<file path="config.mk">
export PLATFORM = sky130hd
export DESIGN_NAME = wav_pcm_stream_unpacker
export DESIGN_NICKNAME = d
export VERILOG_FILES = /design/src/hdl/wpu_pkg.sv /design/src/hdl/wav_pcm_stream_unpacker.sv /design/src/hdl/wpu_regs.sv /design/src/hdl/wpu_core.sv
export SDC_FILE = /design/constraint.sdc
export NUM_CORES = 1
export LEC_CHECK = 0
export BUFFER_PORTS_ARGS = -buffer_cell sky130_fd_sc_hd__buf_2
export CAP_MARGIN = 10
export CORE_MARGIN = 2
export CORE_UTILIZATION = 40
export CTS_BUF_LIST = sky130_fd_sc_hd__clkbuf_8
export DETAILED_ROUTE_END_ITERATION = 10
export HOLD_SLACK_MARGIN = 0.15
export SETUP_SLACK_MARGIN = 0.02
export SLEW_MARGIN = 15
export SYNTH_ARGS = -nofsm -noshare
export SYNTH_HDL_FRONTEND = slang
export SYNTH_SLANG_ARGS = --single-unit
</file>
<file path="constraint.sdc">
create_clock -name clk -period 6.6 [get_ports clk]
set_clock_uncertainty 0.15 [all_clocks]
set_input_delay 0.66 -clock clk [delete_from_list [all_inputs] [get_ports clk]]
set_output_delay 0.66 -clock clk [all_outputs]
set_load 0.05 [all_outputs]
</file>
<file path="src/hdl/wpu_pkg.sv">
// -----------------------------------------------------------------------------
// WAV PCM stream unpacker package
// Shared types, register map and constants for the data-chunk unpacker.
// -----------------------------------------------------------------------------
package wpu_pkg;

  // Input item: one byte of the file stream and a parser restart flag.
  typedef struct packed {
    logic [7:0] data_byte;
    logic       restart;
  } in_item_t;

  // Result item: one decoded sample with its channel index.
  typedef struct packed {
    logic signed [23:0] sample;
    logic [3:0]         channel;
    logic               last_in_data;
  } out_item_t;

  // Parser phases.
  typedef enum logic [1:0] {
    PH_SEARCH = 2'd0,
    PH_LENGTH = 2'd1,
    PH_DATA   = 2'd2,
    PH_DONE   = 2'd3
  } phase_t;

  // Configuration registers as seen by the parser.
  typedef struct packed {
    logic [1:0] sample_bytes;
    logic [4:0] channel_count;
  } cfg_t;

  // Register map: register i sits at byte address 4*i.
  localparam int unsigned ADDR_W    = 3;
  localparam int unsigned REG_IDX_W = 1;
  localparam logic [REG_IDX_W-1:0] REG_SAMPLE_BYTES  = 1'd0;
  localparam logic [REG_IDX_W-1:0] REG_CHANNEL_COUNT = 1'd1;

  localparam logic [1:0] SAMPLE_BYTES_RST  = 2'd2;
  localparam logic [4:0] CHANNEL_COUNT_RST = 5'd1;

  // Marker "dat" held in the window, followed by the byte 'a'.
  localparam logic [23:0] MARK_DAT = 24'h646174;
  localparam logic [7:0]  MARK_A   = 8'h61;

  // Offset that turns an unsigned 8-bit sample into two's complement.
  localparam logic [7:0] SAMPLE_BIAS = 8'h80;

  localparam int unsigned DEF_MAX_CHANNELS = 16;

endpackage

</file>
<file path="src/hdl/wav_pcm_stream_unpacker.sv">
// -----------------------------------------------------------------------------
// WAV PCM stream unpacker
// Finds the "data" chunk in a WAV byte stream and emits its PCM samples.
// -----------------------------------------------------------------------------
// The block takes one byte of the file stream per cycle unless stalled: a
// byte is held in an input register, decoded by the parser, and any finished
// sample is placed in an output register. The input side stalls only while a
// finished sample waits in the output register and the next held byte would
// produce another one. Bytes before the "data" marker and the four length
// bytes produce no result; after the last whole frame, bytes are absorbed
// with no result until a request with restart set. The user must write
// configuration through the APB port only while the stream is idle; the
// block itself does not enforce it.
// -----------------------------------------------------------------------------
module wav_pcm_stream_unpacker #(
  parameter int unsigned MAX_CHANNELS = wpu_pkg::DEF_MAX_CHANNELS
) (
  input  logic                         clk,
  input  logic                         rst,
  input  logic                         psel,
  input  logic                         penable,
  input  logic                         pwrite,
  input  logic [wpu_pkg::ADDR_W-1:0]   paddr,
  input  logic [31:0]                  pwdata,
  output logic [31:0]                  prdata,
  output logic                         pready,
  input  wpu_pkg::in_item_t            item,
  input  logic                         item_valid,
  output logic                         item_ready,
  output wpu_pkg::out_item_t           result,
  output logic                         result_valid,
  input  logic                         result_ready
);

  wpu_pkg::cfg_t      cfg;
  wpu_pkg::in_item_t  item_q;
  logic               item_q_valid;
  logic               advance;
  logic               emit;
  wpu_pkg::out_item_t res;

  assign pready = 1'b1;

  wpu_regs u_regs (
    .clk     (clk),
    .rst     (rst),
    .psel    (psel),
    .penable (penable),
    .pwrite  (pwrite),
    .paddr   (paddr),
    .pwdata  (pwdata),
    .prdata  (prdata),
    .cfg     (cfg)
  );

  wpu_core #(
    .MAX_CHANNELS (MAX_CHANNELS)
  ) u_core (
    .clk     (clk),
    .rst     (rst),
    .advance (advance),
    .item    (item_q),
    .cfg     (cfg),
    .emit    (emit),
    .res     (res)
  );

  // The held byte moves on unless its sample would overwrite a waiting one.
  assign advance    = item_q_valid && (!emit || !result_valid || result_ready);
  assign item_ready = !item_q_valid || advance;

  // Input register.
  always_ff @(posedge clk) begin
    if (rst) begin
      item_q_valid <= 1'b0;
    end else if (item_ready) begin
      item_q_valid <= item_valid;
    end
  end

  always_ff @(posedge clk) begin
    if (item_ready && item_valid) begin
      item_q <= item;
    end
  end

  // Output register.
  always_ff @(posedge clk) begin
    if (rst) begin
      result_valid <= 1'b0;
    end else if (advance && emit) begin
      result_valid <= 1'b1;
    end else if (result_ready) begin
      result_valid <= 1'b0;
    end
  end

  always_ff @(posedge clk) begin
    if (advance && emit) begin
      result <= res;
    end
  end

endmodule

</file>
<file path="src/hdl/wpu_regs.sv">
// -----------------------------------------------------------------------------
// WPU configuration registers
// APB-style register file holding the sample width and channel count.
// -----------------------------------------------------------------------------
module wpu_regs (
  input  logic                         clk,
  input  logic                         rst,
  input  logic                         psel,
  input  logic                         penable,
  input  logic                         pwrite,
  input  logic [wpu_pkg::ADDR_W-1:0]   paddr,
  input  logic [31:0]                  pwdata,
  output logic [31:0]                  prdata,
  output wpu_pkg::cfg_t                cfg
);

  logic [wpu_pkg::REG_IDX_W-1:0] reg_idx;
  logic                          wr_en;

  assign reg_idx = paddr[wpu_pkg::ADDR_W-1:2];
  // The port is always ready, so the access phase completes the write.
  assign wr_en   = psel && penable && pwrite;

  // Register writes.
  always_ff @(posedge clk) begin
    if (rst) begin
      cfg.sample_bytes  <= wpu_pkg::SAMPLE_BYTES_RST;
      cfg.channel_count <= wpu_pkg::CHANNEL_COUNT_RST;
    end else if (wr_en) begin
      unique case (reg_idx)
        wpu_pkg::REG_SAMPLE_BYTES:  cfg.sample_bytes  <= pwdata[1:0];
        wpu_pkg::REG_CHANNEL_COUNT: cfg.channel_count <= pwdata[4:0];
        default: ;
      endcase
    end
  end

  // Read-back multiplexer.
  always_comb begin
    unique case (reg_idx)
      wpu_pkg::REG_SAMPLE_BYTES:  prdata = {30'd0, cfg.sample_bytes};
      wpu_pkg::REG_CHANNEL_COUNT: prdata = {27'd0, cfg.channel_count};
      default:                    prdata = '0;
    endcase
  end

endmodule

</file>
<file path="src/hdl/wpu_core.sv">
// -----------------------------------------------------------------------------
// WPU parser core
// Marker search, chunk length capture and PCM sample assembly for one byte.
// -----------------------------------------------------------------------------
module wpu_core #(
  parameter int unsigned MAX_CHANNELS = wpu_pkg::DEF_MAX_CHANNELS
) (
  input  logic                clk,
  input  logic                rst,
  input  logic                advance,
  input  wpu_pkg::in_item_t   item,
  input  wpu_pkg::cfg_t       cfg,
  output logic                emit,
  output wpu_pkg::out_item_t  res
);

  localparam int unsigned CI_W   = (MAX_CHANNELS > 1) ? $clog2(MAX_CHANNELS) : 1;
  localparam int unsigned NCH_W  = ($clog2(MAX_CHANNELS + 1) > 5) ?
                                   $clog2(MAX_CHANNELS + 1) : 5;
  localparam int unsigned FB_W   = NCH_W + 2;
  localparam logic [NCH_W-1:0] MAX_NCH = NCH_W'(MAX_CHANNELS);

  // Parser state.
  wpu_pkg::phase_t phase, phase_next;
  logic [23:0]     match_window, match_window_next;
  logic [1:0]      length_byte_count, length_byte_count_next;
  logic [31:0]     bytes_left, bytes_left_next;
  logic [1:0]      byte_in_sample, byte_in_sample_next;
  logic [23:0]     sample_accum, sample_accum_next;
  logic [CI_W-1:0] channel_index, channel_index_next;

  // State as seen by this byte, after an optional restart.
  wpu_pkg::phase_t cur_phase;
  logic [23:0]     cur_window;
  logic [1:0]      cur_lbc;
  logic [31:0]     cur_left;
  logic [1:0]      cur_bis;
  logic [23:0]     cur_accum;
  logic [CI_W-1:0] cur_ci;

  logic [1:0]       nbytes;
  logic [NCH_W-1:0] cc_ext;
  logic [NCH_W-1:0] nch;
  logic [FB_W-1:0]  frame_bytes;
  logic [31:0]      len_new;
  logic [31:0]      left_dec;
  logic [2:0]       pos;
  logic [23:0]      accum_new;
  logic             frame_end;
  logic             last;
  logic [CI_W+3:0]  ci_wide;
  logic [7:0]       b;

  assign b = item.data_byte;

  // Effective configuration: zero widths and counts act as one, counts clamp.
  always_comb begin
    nbytes = (cfg.sample_bytes == 2'd0) ? 2'd1 : cfg.sample_bytes;
    cc_ext = NCH_W'(cfg.channel_count);
    if (cc_ext == '0) begin
      nch = NCH_W'(1);
    end else if (cc_ext > MAX_NCH) begin
      nch = MAX_NCH;
    end else begin
      nch = cc_ext;
    end
    frame_bytes = FB_W'(nbytes) * FB_W'(nch);
  end

  // Restart clears the parser before the byte is handled.
  always_comb begin
    if (item.restart) begin
      cur_phase  = wpu_pkg::PH_SEARCH;
      cur_window = '0;
      cur_lbc    = '0;
      cur_left   = '0;
      cur_bis    = '0;
      cur_accum  = '0;
      cur_ci     = '0;
    end else begin
      cur_phase  = phase;
      cur_window = match_window;
      cur_lbc    = length_byte_count;
      cur_left   = bytes_left;
      cur_bis    = byte_in_sample;
      cur_accum  = sample_accum;
      cur_ci     = channel_index;
    end
  end

  // Length byte merged into its little-endian lane.
  always_comb begin
    len_new = cur_left;
    case (cur_lbc)
      2'd0:    len_new[7:0]   = cur_left[7:0]   | b;
      2'd1:    len_new[15:8]  = cur_left[15:8]  | b;
      2'd2:    len_new[23:16] = cur_left[23:16] | b;
      default: len_new[31:24] = cur_left[31:24] | b;
    endcase
  end

  // Sample assembly: 8-bit samples are re-biased, wider ones fill up to the top.
  always_comb begin
    pos       = 3'({1'b0, cur_bis} + 3'd3 - {1'b0, nbytes});
    accum_new = cur_accum;
    if (nbytes == 2'd1) begin
      accum_new = {b ^ wpu_pkg::SAMPLE_BIAS, 16'd0};
    end else begin
      case (pos)
        3'd0:    accum_new[7:0]   = cur_accum[7:0]   | b;
        3'd1:    accum_new[15:8]  = cur_accum[15:8]  | b;
        3'd2:    accum_new[23:16] = cur_accum[23:16] | b;
        default: accum_new = cur_accum;
      endcase
    end
  end

  assign left_dec  = cur_left - 32'd1;
  assign frame_end = ((NCH_W + 1)'(cur_ci) + (NCH_W + 1)'(1)) >= (NCH_W + 1)'(nch);
  assign last      = frame_end && (left_dec < 32'(frame_bytes));
  assign ci_wide   = {4'd0, cur_ci};

  // Next state and result for this byte.
  always_comb begin
    phase_next             = cur_phase;
    match_window_next      = cur_window;
    length_byte_count_next = cur_lbc;
    bytes_left_next        = cur_left;
    byte_in_sample_next    = cur_bis;
    sample_accum_next      = cur_accum;
    channel_index_next     = cur_ci;
    emit                   = 1'b0;
    res.sample             = $signed(accum_new);
    res.channel            = ci_wide[3:0];
    res.last_in_data       = last;

    unique case (cur_phase)
      wpu_pkg::PH_SEARCH: begin
        if (cur_window == wpu_pkg::MARK_DAT && b == wpu_pkg::MARK_A) begin
          phase_next             = wpu_pkg::PH_LENGTH;
          length_byte_count_next = '0;
          bytes_left_next        = '0;
        end
        match_window_next = {cur_window[15:0], b};
      end
      wpu_pkg::PH_LENGTH: begin
        bytes_left_next = len_new;
        if (cur_lbc == 2'd3) begin
          length_byte_count_next = '0;
          byte_in_sample_next    = '0;
          sample_accum_next      = '0;
          channel_index_next     = '0;
          phase_next = (len_new < 32'(frame_bytes)) ? wpu_pkg::PH_DONE
                                                    : wpu_pkg::PH_DATA;
        end else begin
          length_byte_count_next = cur_lbc + 2'd1;
        end
      end
      wpu_pkg::PH_DATA: begin
        bytes_left_next = left_dec;
        if (({1'b0, cur_bis} + 3'd1) < {1'b0, nbytes}) begin
          byte_in_sample_next = cur_bis + 2'd1;
          sample_accum_next   = accum_new;
        end else begin
          // Sample complete: hand it out and step the channel.
          emit                = 1'b1;
          byte_in_sample_next = '0;
          sample_accum_next   = '0;
          channel_index_next  = frame_end ? '0 : cur_ci + CI_W'(1);
          if (last) begin
            phase_next = wpu_pkg::PH_DONE;
          end
        end
      end
      default: ;
    endcase
  end

  // State registers, updated when the held byte is consumed.
  always_ff @(posedge clk) begin
    if (rst) begin
      phase             <= wpu_pkg::PH_SEARCH;
      match_window      <= '0;
      length_byte_count <= '0;
      bytes_left        <= '0;
      byte_in_sample    <= '0;
      sample_accum      <= '0;
      channel_index     <= '0;
    end else if (advance) begin
      phase             <= phase_next;
      match_window      <= match_window_next;
      length_byte_count <= length_byte_count_next;
      bytes_left        <= bytes_left_next;
      byte_in_sample    <= byte_in_sample_next;
      sample_accum      <= sample_accum_next;
      channel_index     <= channel_index_next;
    end
  end

endmodule

</file>
Yosys cells after proc, flatten, opt, wreduce, memory -nomap -nowiden
Cells that the tools add are included.
- memory bits (writable): 0
- word-level logic and storage cells: 116
- register bits after elaboration: 137
- bits in read-only memories: 0
- memories kept: 0
- latch bits: 0
- order comparisons: 5
- add/sub/neg operators: 8
- mux-type cells: 45
- reduce and logical (&&, ||, !) cells: 22
- bitwise gates (word level): 9
- div/mod/pow operators: 0
- multipliers: 1
- equal/unequal tests: 10
- shift-type cells: 0
- operators with widths (cell ; number):
    24-bit two-way mux ; 6
    32-bit one-hot mux with 3 select lines ; 1
    32-bit by 7-bit < comparator with 1-bit output ; 2
    32-bit two-way mux ; 2
    32-bit one-hot mux with 2 select lines ; 1
    8-bit two-way mux ; 7
    8-bit OR ; 7
    24-bit one-hot mux with 2 select lines ; 1
    32-bit by 1-bit subtractor with 32-bit output, second input constant ; 1
    24-bit by 23-bit == test with 1-bit output, second input constant ; 1
    2-bit two-way mux ; 12
    4-bit two-way mux ; 4
    5-bit two-way mux ; 2
    8-bit by 7-bit == test with 1-bit output, second input constant ; 1
    2-bit one-hot mux with 2 select lines ; 2
    4-bit one-hot mux with 2 select lines ; 1
    1-bit logical AND ; 7
    2-bit by 5-bit multiplier with 7-bit output ; 1
    2-bit by 1-bit == test with 1-bit output, second input constant ; 3
    2-bit == test, second input constant ; 3
    6-bit by 5-bit >= comparator with 1-bit output ; 1
    2-bit zero test ; 3
    2-bit one-hot mux with 3 select lines ; 1
    4-bit by 1-bit adder with 5-bit output, second input constant ; 1
    18 further kinds ; 29

Depth between registers and ports, before layout
- depth after elaboration: 11
- mapped depth: 19

Modules after synthesis
From an unflattened synthesis, not the netlist that was laid out.
- cell total of the unflattened synthesis: 1009
- area, all modules: 8491.9 um^2
- modules (own cells, without submodules) (module ; seq. area each (um^2) ; instances ; area each (um^2) ; cells an instance):
    wpu_core ; 1801.7 ; 1 ; 6662.6 ; 892
    wav_pcm_stream_unpacker ; 1181.1 ; 1 ; 1256.2 ; 52
    wpu_regs ; 140.1 ; 1 ; 573.0 ; 65

Least setup slack after synthesis
Ideal clock, no wire load.
- path type: flip-flop to flip-flop
- start point: reg item_q[0] (netlist bit)
- end point: reg result[0] (netlist bit) (enable)
- path buffers: 5
- arrival: 4058 ps
- cell stages (with the launch flop): 13
- path slack: 1977 ps
- cell sequence: edfxtp_1 -> inv_1 -> clkbuf_1 -> buf_1 -> buf_1 -> nand2_1 -> fa_1 -> o31ai_1 -> nand2_1 -> o21ai_0 -> clkbuf_1 -> clkbuf_1 -> nor2_1
- word-level cells in the longest chain between the ends: 10
- ends and longest elaborated chain (element ; RTL line ; text):
    start: declaration ; wav_pcm_stream_unpacker.sv:36 ; wpu_pkg::in_item_t item_q;
    start signal: assignment ; wav_pcm_stream_unpacker.sv:83 ; item_q <= item;
    2-bit two-way mux ; wpu_core.sv:72 ; if (item.restart) begin
    2-bit by 1-bit adder with 3-bit output ; wpu_core.sv:161 ; if (({1'b0, cur_bis} + 3'd1) < {1'b0, nbytes}) begin
    3-bit by 2-bit < comparator with 1-bit output ; wpu_core.sv:161 ;
    1-bit two-way mux ; wpu_core.sv:161 ;
    1-bit two-way mux (*) ; wpu_core.sv:137 ; unique case (cur_phase)
    1-bit zero test ; wav_pcm_stream_unpacker.sv:69 ; assign advance = item_q_valid && (!emit || !result_valid || result_ready);
    1-bit logical OR (2 in a row) ; wav_pcm_stream_unpacker.sv:69 ;
    1-bit logical AND ; wav_pcm_stream_unpacker.sv:69 ;
    1-bit logical AND (*) ; wav_pcm_stream_unpacker.sv:99 ; if (advance && emit) begin
    end signal: assignment ; wav_pcm_stream_unpacker.sv:100 ; result <= res;
    end: declaration ; wav_pcm_stream_unpacker.sv:30 ; output wpu_pkg::out_item_t result,
Mark *: on every way between the ends. The rest lies on a longest branch, timed or not.
A chain may end at the register's enable or synchronous reset.

Worst setup path after layout
- start point: reg item_q[0] (netlist bit)
- end point: reg u_core.sample_accum[3]
- word-level cells in the longest chain between the ends: 9
- ends and longest elaborated chain (element ; RTL line ; text):
    parallel branches: the longest is 9 deep, another holds 2-bit by 2-bit adder with 3-bit output ; n/a ;
    end signal: assignment ; wpu_core.sv:195 ; sample_accum <= sample_accum_next;
    end: declaration ; wpu_core.sv:29 ; logic [23:0] sample_accum, sample_accum_next;
Parallel ways; which one is timed is not known.

==> metrics.yaml <==
timing:
  maxSlewHeadroom_pct: 28.5
  setup_viol: 0
  tightest_slew_ns: 1.07
  slew_viol_final: 0
  period_minus_slack_ns: 4.41
  hold_violations: 0
  min_period_over_period_pct: 66.8
  fmax_ghz: 0.227
  finalSetupTns_ns: 0
  rsz0062_at_grt: "false"
cts:
  clk_path_buf_depth: 2
  clk_pin_slew_worst_paths_ns: 0.09
  cts-htree-levels: 4
  cts_tree: "built"
  cts_root_buf: "clkbuf_8"
  cts_setup_buffers: 0
  holdBufCountCts: 0
  clock_latency_ns: 0.47
  post_cts_resized: 0
  numCtsBuffers: 17
  clock_sinks: 137
floorplan:
  core_area_um2: 20200
  initial_utilization_pct: 40.7
  rows: 52
  die_w_um: 147
  die_h_um: 147
  ios: 115
  die-area_um2: 21700
critical_path:
  cp_max_fo: 36
  rrSetupSlack_ns: 2.19
  cp-startpoint: "item_q[0]$_DFFE_PP_"
  crit_path_end: "u_core.sample_accum[3]$_SDFFE_PP0P_"
  cp-end-kind: "register"
  crit_type: "register to register"
  r2r-end: "u_core.sample_accum[3]$_SDFFE_PP0P_"
  cp.required_ns: 6.85
  rr_startpoint: "item_q[0]$_DFFE_PP_"
  crit_slowest_cell: "a21o_1"
  slowest_delay_ns: 0.72
  path_common_cell: "buf_4"
  crit_chain: "inv_1 -> buf_4 -> nand2_1 -> inv_1 -> ha_1 -> buf_4 -> nand2_1 -> o21ai_1 -> buf_4 -> a21o_1 -> a22oi_1 -> nor2_1"
  startpoint_type: "register"
  cp.arrival_ns: 4.65
  reg2reg_depth: 12
placement:
  place_hpwl_um: 15900
  io_buffers: 57
  gp_congestion: 0.932
synthesis:
  synth.distinct_cells: 72
  yosys.area_share.adder_pct: 5.88
  postSynthCellCount: 1001
  yosys.area_share.simple_pct: 21.9
  netlist_area_um2: 8210
  synth_area_leaders: "dfxtp_1 24%, edfxtp_1 14%, a22oi_1 7.5%"
  seq_area_frac_synth_pct: 38.0
  synth_commonest_cells: "152 x nor2_1, 99 x dfxtp_1, 82 x a22oi_1"
  syn_avg_cell_area_um2: 8.20
  synth-edff-count: 38
  synth_ff_type: "dfxtp_1"
  synth.mux.area_fraction_pct: 1.60
  yosys_warnings: 0
  synth_xor_area_share_pct: 0.854
  synth_most_common_cell: "nor2_1"
  synth-compound-area-share_pct: 24.4
  ys_ff_latch: 137
  synthArstFlopShare_pct: 0
  synth_top_family_by_area: "compound AO/OA/AOI/OAI gates"
  synthDominantCellAreaShare_pct: 24.1
  yosysTopAreaCell: "dfxtp_1"
route:
  drc: 0
  drt_iter0_markers: 704
  vias: 7643
  wl_um: 24000
  routed_via_density: 5.89
  avgRoutedWirePerCell_um: 18.5
  drtAntennaViolNets: 0
  first_pass_iters: 5
power_and_ir_drop:
  leakagePower_nw: 3.49
  p_per_area_nw_per_um2: 216
  peakVddDrop_v: 0.000115
global_route:
  grt.overflow.total: 0
  grt_pass1_wl_um: 38200
  grt_pass1_vias: 7049
  antenna_found_initial: 0
  grtUsageTotal_pct: 22.2
  grt_start_max_net_pins: 67
final_layout:
  drive_gt1_share_pct: 11.3
  diodes: 0
  fin_nets: 1101
  utilization_pct: 44.4
  area_growth_pct: 9.08
job:
  drv_cap: 0
worst_hold_path:
  hp-class: "primary input to register"
run_status:
  status: "complete, no violations"
-- sequential cells by signal, summed over array words and instances (netlist names) --
name                      count
u_core.sample_accum          24
item_q                        9
u_core.phase                  2
u_core.match_window          24
result_valid                  1
item_q_valid                  1
result                       29
u_core.channel_index          4
u_core.byte_in_sample         2
u_core.bytes_left            32
u_regs.cfg                    7
u_core.length_byte_count      2
-- power by group --
| group | total, W | switching (W) | internal (W) | leakage [nW] |
|---|---|---|---|---|
| Combinational | 0.000283 | 0.000200 | 0.0000827 | 2.18 |
| Clock | 0.000737 | 0.000386 | 0.000351 | 0.204 |
| Sequential | 0.000913 | 0.0000368 | 0.000876 | 1.11 |
-- area by class of cell --
cell class / instances / area, um2
sequential: 137 / 3120
clock buffer: 17 / 234
clock inverter: 15 / 179
fill: 2048 / 11200
tap: 270 / 338
multi-input combinational: 761 / 4600
timing repair buffer: 70 / 383
inverter: 27 / 101
-- per-layer routing --
metal  vias to the layer above  routed length [um]  track usage (%)
met3                        47                1750             3.54
met1                      3666               10900             30.6
li1                       3635                   -                -
met5                         -                   0                0
met4                         0                 613             8.51
met2                       295               10700             35.0
-- cell families after synthesis --
| kind of cell | after synthesis |
|---|---|
| muxes | 13 |
| DFF | 137 |
| xor gates and xnor gates | 8 |
| AOI/OAI and AO/OA | 306 |
| other | 2 |
| and+or+nand+nor | 369 |
| buffers and inverters | 129 |
| adders and majority gates | 37 |
-- worst min path at each step --
stage / startpoint / endpoint / slack, ns / cells past startpoint
2_1_floorplan: u_core.length_byte_count[1]$_SDFFE_PP0P_ / u_core.length_byte_count[1]$_SDFFE_PP0P_ / 0.28 / 2
4_1_cts: item[4] / item_q[4]$_DFFE_PP_ / 0.19 / 1
3_5_place_dp: u_core.length_byte_count[1]$_SDFFE_PP0P_ / u_core.length_byte_count[1]$_SDFFE_PP0P_ / 0.30 / 2
6_report: item[4] / item_q[4]$_DFFE_PP_ / 0.22 / 1
5_1_grt: item[6] / item_q[6]$_DFFE_PP_ / 0.20 / 1
3_3_place_gp: u_core.length_byte_count[1]$_SDFFE_PP0P_ / u_core.length_byte_count[1]$_SDFFE_PP0P_ / 0.30 / 2
-- through the flow --
| stage | instance area, um2 | setup slack, ns | std cells | total power (W) | hold WS [ns] |
|---|---|---|---|---|---|
| 6_report | 8950 | 2.19 | 1297 | 0.00193 | 0.219 |
| 5_1_grt | 8950 | 1.97 | 1297 | 0.00201 | 0.201 |
| 4_1_cts | 8950 | 2.23 | 1297 | 0.00194 | 0.192 |
| 3_5_place_dp | 8540 | 2.27 | 1265 | 0.00121 | 0.301 |
| 3_3_place_gp | 8540 | 2.32 | 1265 | 0.00121 | 0.295 |
| 2_1_floorplan | 8310 | 1.98 | 1027 | 0.00114 | 0.282 |
-- critical path, delay by kind of cell, from the launching register on --
kind	cells	cell delay (ns)
buffers and inverters	5	1.82
AO/OA/AOI/OAI	3	1.08
AND/OR/NAND/NOR	3	0.62
flip-flops	1	0.49
adder cells (fa/ha/maj)	1	0.15
-- cell usage in the layout, fill, tap and decap left out, types with 5 or more instances in the layout --
cell      instances
nor4_1           19
nand2_1          67
xor2_1            6
nand4_1          11
or3_1             7
clkbuf_8         17
buf_2            57
ha_1             33
conb_1           28
nand2b_1          9
o221ai_1          5
nand3_1          20
and2_1           10
a21oi_1          70
o21ai_0          61
a22o_1           12
o211ai_1          5
a31oi_1          13
edfxtp_1         38
and3_1            7
dfxtp_1          99
mux2i_1          12
nor3_1           20
a21o_1            7
buf_4            13
inv_6             6
inv_1            26
nor2_1          151
nor2b_1          21
a22oi_1          82
o31ai_1          10
Note: power is estimated with default switching activity, not from simulation.
